--- src/sv/leveled_task_slot_table_macros.svh ---
// Assertion macros for the leveled task slot table.
// Taken in by the top level only; needs no package.
`ifndef LEVELED_TASK_SLOT_TABLE_MACROS_SVH
`define LEVELED_TASK_SLOT_TABLE_MACROS_SVH

// Consequent checked in the same cycle as the antecedent.
`define LTST_ASSERT_SAME(label, clk, rst, ante, cons, msg) \
   label: assert property (@(posedge clk) disable iff (rst) (ante) |-> (cons)) \
      else $error(msg);

// Consequent checked in the cycle after the antecedent.
`define LTST_ASSERT_NEXT(label, clk, rst, ante, cons, msg) \
   label: assert property (@(posedge clk) disable iff (rst) (ante) |=> (cons)) \
      else $error(msg);

`endif

--- src/sv/ltst_pkg.sv ---
// Shared types and codes for the leveled task slot table.
// No dependencies; used by the controller, datapath and top level.
`timescale 1ns / 1ps

package ltst_pkg;

   localparam logic ACTION_ADD = 1'b0;
   localparam logic ACTION_DEL = 1'b1;

   localparam logic [1:0] STATUS_DONE      = 2'd0;
   localparam logic [1:0] STATUS_FULL      = 2'd1;
   localparam logic [1:0] STATUS_NOT_FOUND = 2'd2;

   // One stored slot entry.
   typedef struct packed {
      logic [15:0] task_id;
      logic [15:0] period;
      logic [15:0] start_tick;
   } entry_type;

   // Controller to datapath.
   typedef struct packed {
      logic       load;       // capture request, set up walk
      logic       step;       // advance walk position
      logic       add_take;   // claim current slot
      logic       del_issue;  // read id at current slot
      logic       del_free;   // free the slot under compare
      logic       rsp_fire;   // present a result word
      logic [1:0] rsp_status;
   } cmd_type;

   // Datapath to controller.
   typedef struct packed {
      logic slot_free;  // current slot unoccupied
      logic at_last;    // current slot is last of the level
      logic cmp_hit;    // compare stage holds an occupied matching id
   } stat_type;

endpackage

--- src/sv/ltst_ctrl.sv ---
// Sequencer for the leveled task slot table.
// Depends on ltst_pkg; drives the datapath through cmd_type.
`timescale 1ns / 1ps

module ltst_ctrl (
   input  logic               clock,
   input  logic               reset,
   input  logic               start,
   input  logic               req_action,
   input  ltst_pkg::stat_type stat,
   output ltst_pkg::cmd_type  cmd,
   output logic               busy
);

   localparam logic [1:0] S_IDLE  = 2'd0;
   localparam logic [1:0] S_ADD   = 2'd1;
   localparam logic [1:0] S_DEL   = 2'd2;
   localparam logic [1:0] S_DRAIN = 2'd3;

   logic [1:0] state_ff, state_in;

   always_ff @(posedge clock) begin
      if (reset) begin
         state_ff <= S_IDLE;
      end else begin
         state_ff <= state_in;
      end
   end

   always_comb begin
      state_in       = state_ff;
      cmd            = '0;
      cmd.rsp_status = ltst_pkg::STATUS_DONE;
      case (state_ff)
         S_IDLE: begin
            if (start) begin
               cmd.load = 1'b1;
               state_in = (req_action == ltst_pkg::ACTION_ADD) ? S_ADD : S_DEL;
            end
         end
         S_ADD: begin
            if (stat.slot_free) begin
               cmd.add_take = 1'b1;
               cmd.rsp_fire = 1'b1;
               state_in     = S_IDLE;
            end else if (stat.at_last) begin
               cmd.rsp_fire   = 1'b1;
               cmd.rsp_status = ltst_pkg::STATUS_FULL;
               state_in       = S_IDLE;
            end else begin
               cmd.step = 1'b1;
            end
         end
         S_DEL: begin
            if (stat.cmp_hit) begin
               cmd.del_free = 1'b1;
               cmd.rsp_fire = 1'b1;
               state_in     = S_IDLE;
            end else begin
               cmd.del_issue = 1'b1;
               if (stat.at_last) begin
                  state_in = S_DRAIN;
               end else begin
                  cmd.step = 1'b1;
               end
            end
         end
         S_DRAIN: begin
            // last read comes back here
            cmd.rsp_fire = 1'b1;
            if (stat.cmp_hit) begin
               cmd.del_free = 1'b1;
            end else begin
               cmd.rsp_status = ltst_pkg::STATUS_NOT_FOUND;
            end
            state_in = S_IDLE;
         end
         default: begin
            state_in = S_IDLE;
         end
      endcase
   end

   assign busy = (state_ff != S_IDLE);

endmodule

--- config.mk ---
export PLATFORM = sky130hd
export DESIGN_NAME = ltst_ctrl
export DESIGN_NICKNAME = d
export VERILOG_FILES = /design/src/sv/leveled_task_slot_table_macros.svh /design/src/sv/ltst_pkg.sv /design/src/sv/ltst_ctrl.sv
export SDC_FILE = /design/constraint.sdc
export NUM_CORES = 1
export LEC_CHECK = 0
export ABC_CLOCK_PERIOD_IN_PS = 1930
export CAP_MARGIN = 5
export CORE_AREA = 5 5 42 44
export CTS_CLUSTER_DIAMETER = 80
export DETAILED_ROUTE_END_ITERATION = 8
export DIE_AREA = 0 0 47 49
export DONT_BUFFER_PORTS = 1
export GPL_TIMING_DRIVEN = 0
export PLACE_DENSITY_LB_ADDON = 0.05
export SYNTH_ARGS = -nofsm -noshare
export SYNTH_HDL_FRONTEND = slang
export SYNTH_SLANG_ARGS = --single-unit
--- constraint.sdc ---
create_clock -name clock -period 1.93 [get_ports clock]
set_input_delay 0.193 -clock clock [delete_from_list [all_inputs] [get_ports clock]]
set_output_delay 0.193 -clock clock [all_outputs]
set_load 0.02 [all_outputs]
==> run metrics <==
area post-placement 292 µm²; Via density 4.38; Max Slew Vio Count 0; Tot GR Track Use 6.54%; Hold Path Sink state_ff[1]$_SDFFE_PP0P_; Rows 14; R2R setup slack 450 ps; status finished, final reports clean; Lkg Pwr 0.000149 µW; max_cap viols 0; # DRC 0; Initial DRC Count 4; CTS root buffer clkbuf_4; CTS H-tree depth 1; sw frac 46.0%; crit path setup slack, layout 196 ps; Hold WC Path Type input pin to flip-flop; Flop pwr share 19.5%; Netlist cell types 16; Area Growth Syn to Fin 16.6%; Pwr per Cell Area 1080 nW/µm²; Setup violations, final 0; max reg flops 2; clk_skew 3.10 ps; Hold Buf Count CTS 0; Core Footprint 1400 µm²; Comb power frac 53.2%; grt ovf 0; vias in the first global route 251; global-route wire length before repair 1060 µm; post-synthesis cell area 272 µm²; Routability Congestion 0.713; share of the synthesized area in the top cell type 27.6%; post-route minimum period 1730 ps; sw power 157 µW; initial antenna violation count 0; Layout Nets 51; Starting Density 19.4%; TritonCTS Sinks 2; WS Path Type flip-flop to output pin; synthesized area per cell 8.23 µm²; Min-Delay Path Depth 1; Post-Route WL 636 µm; crit end category output pin; CP Launch Type flip-flop; total CTS buffers 3; Max VDD drop 0.269 mV; Worst-Margin Slew 458 ps; DRT antenna net count 0; hold_sp reset; TritonCTS clock tree built; unrepaired setup endpoints after global routing no; die width 47 µm; Design Area, Final 317 µm²; worst skew pair latency 220 ps; worst r2r src state_ff[0]$_SDFFE_PP0P_; syn_nets 46; commonest non-fill, non-tap cell in the layout ha_1; Filler Cells Inserted 166; reg2reg path depth 6; reg2reg end state_ff[0]$_SDFFE_PP0P_; Max-slew headroom 69.6%; Clock Pin Slew Worst Setup and Hold Paths 30 ps; layout cells sized above 1 19.4%; placed wire-length estimate 534 µm; largest area contributor in the netlist ha_1; register area share after synthesis 14.7%; IO Count 16; CP Data Required Time 1740 ps; die height 49 µm; Top reg by flops state_ff; post-DR wirelength/cell 12.2 µm; largest registers state_ff x2; via count 228; synth top area cells ha_1 (28%), dfxtp_1 (15%), a21oi_1 (9.2%); Worst Path Max Fanout 5; Cell Int Power 184 µW; fin crit share 89.8%; clock power share 27.3%; CTS max path bufs 2; largest net degree at the start of global routing 6; Setup Total Neg Slack 0 ps; post-synthesis cell count 33; Die ar. 2300 µm²; Buffers on Ports 0; Data arrival, critical path 1540 ps; Yosys Warn Count 0; # diodes 0; Yosys reg bits 2; DRT Pass-1 Iters 3; most frequent cells in the layout ha_1 (6), inv_1 (5), a21oi_1 (5); dpl ws 321 ps; Final Hold Fails 0; highest clock rate 577 MHz
-- synthesized netlist by cell type --
master / count
ha_1: 6
a21oi_1: 5
inv_1: 5
a311oi_1: 2
and2_1: 2
dfxtp_1: 2
nor2_1: 2
a21o_2: 1
and3b_1: 1
mux2_2: 1
nand2b_1: 1
nand2b_4: 1
nor2b_1: 1
o21a_1: 1
o21ai_0: 1
or2b_1: 1
-- logic make-up (layout without fill, tap and decap cells) --
logic type | after synthesis | after routing | share of synthesized area [%]
AO/OA/AOI/OAI | 10 | 10 | 23.5
AND/OR/NAND/NOR | 9 | 9 | 23.0
adder cells (fa/ha/maj) | 6 | 6 | 27.6
buffers and inverters | 5 | 8 | 6.91
flip-flops | 2 | 2 | 14.7
multiplexers | 1 | 1 | 4.15
-- power by group through the flow --
stage | logic, µW | registers, µW | clock network [µW]
floorplan | 157 | 63.0 | 0
global placement | 181 | 68.3 | 0
detailed placement | 182 | 67.6 | 0
CTS | 182 | 67.3 | 99.4
global route | 213 | 69.1 | 105
finish | 181 | 66.3 | 93.2
-- stage by stage --
| step | instances | util [%] | power [µW] | hold WS [ps] |
|---|---|---|---|---|
| 3_3_place_gp | 49 | 20.8 | 249 | 274 |
| 6_report | 52 | 22.6 | 341 | 35.2 |
| 3_5_place_dp | 49 | 20.8 | 249 | 268 |
| 4_1_cts | 52 | 22.4 | 349 | 27.8 |
| 2_1_floorplan | 33 | - | 220 | 265 |
| 5_1_grt | 52 | 22.6 | 388 | 21.7 |
-- cell type report --
cell class / count / area, µm² / share of cell area [%]
inverter: 5 / 18.8 / 5.93
multi-input combinational: 26 / 215 / 68.0
sequential: 2 / 40.0 / 12.6
clock buffer: 3 / 22.5 / 7.11
tap: 16 / 20.0 / 6.32
-- how the worst max path moves through the flow --
stage | from | to | slack [ps] | depth (start not counted)
final | state_ff[1]$_SDFFE_PP0P_ | cmd[6] | 200 | 5
after global routing | state_ff[1]$_SDFFE_PP0P_ | cmd[6] | 80 | 5
after CTS | state_ff[1]$_SDFFE_PP0P_ | cmd[6] | 70 | 5
after detailed placement | state_ff[1]$_SDFFE_PP0P_ | cmd[6] | 320 | 5
after global placement | state_ff[1]$_SDFFE_PP0P_ | cmd[6] | 320 | 5
after floorplan | state_ff[1]$_SDFFE_PP0P_ | cmd[6] | 440 | 5
-- layer usage --
layer / GRT usage (%) / routed length, µm / vias up
met3: 3.69 / 103 / 0
met1: 8.30 / 271 / 98
met5: 0 / 0 / -
li1: - / - / 119
met4: 5.53 / 0 / 0
met2: 7.47 / 261 / 11
-- what timing repair did --
item	CTS	global route
setup buffers	0	0
resized for setup	0	1
setup endpoints to repair	0	1
-- critical path: stages (launching register included) --
cell and delay, ps:
dfxtp_1 330, inv_1 130, ha_1 170, or2b_1 220
a21o_2 250, nor2_2 220
(Power assumes the default switching activity.)
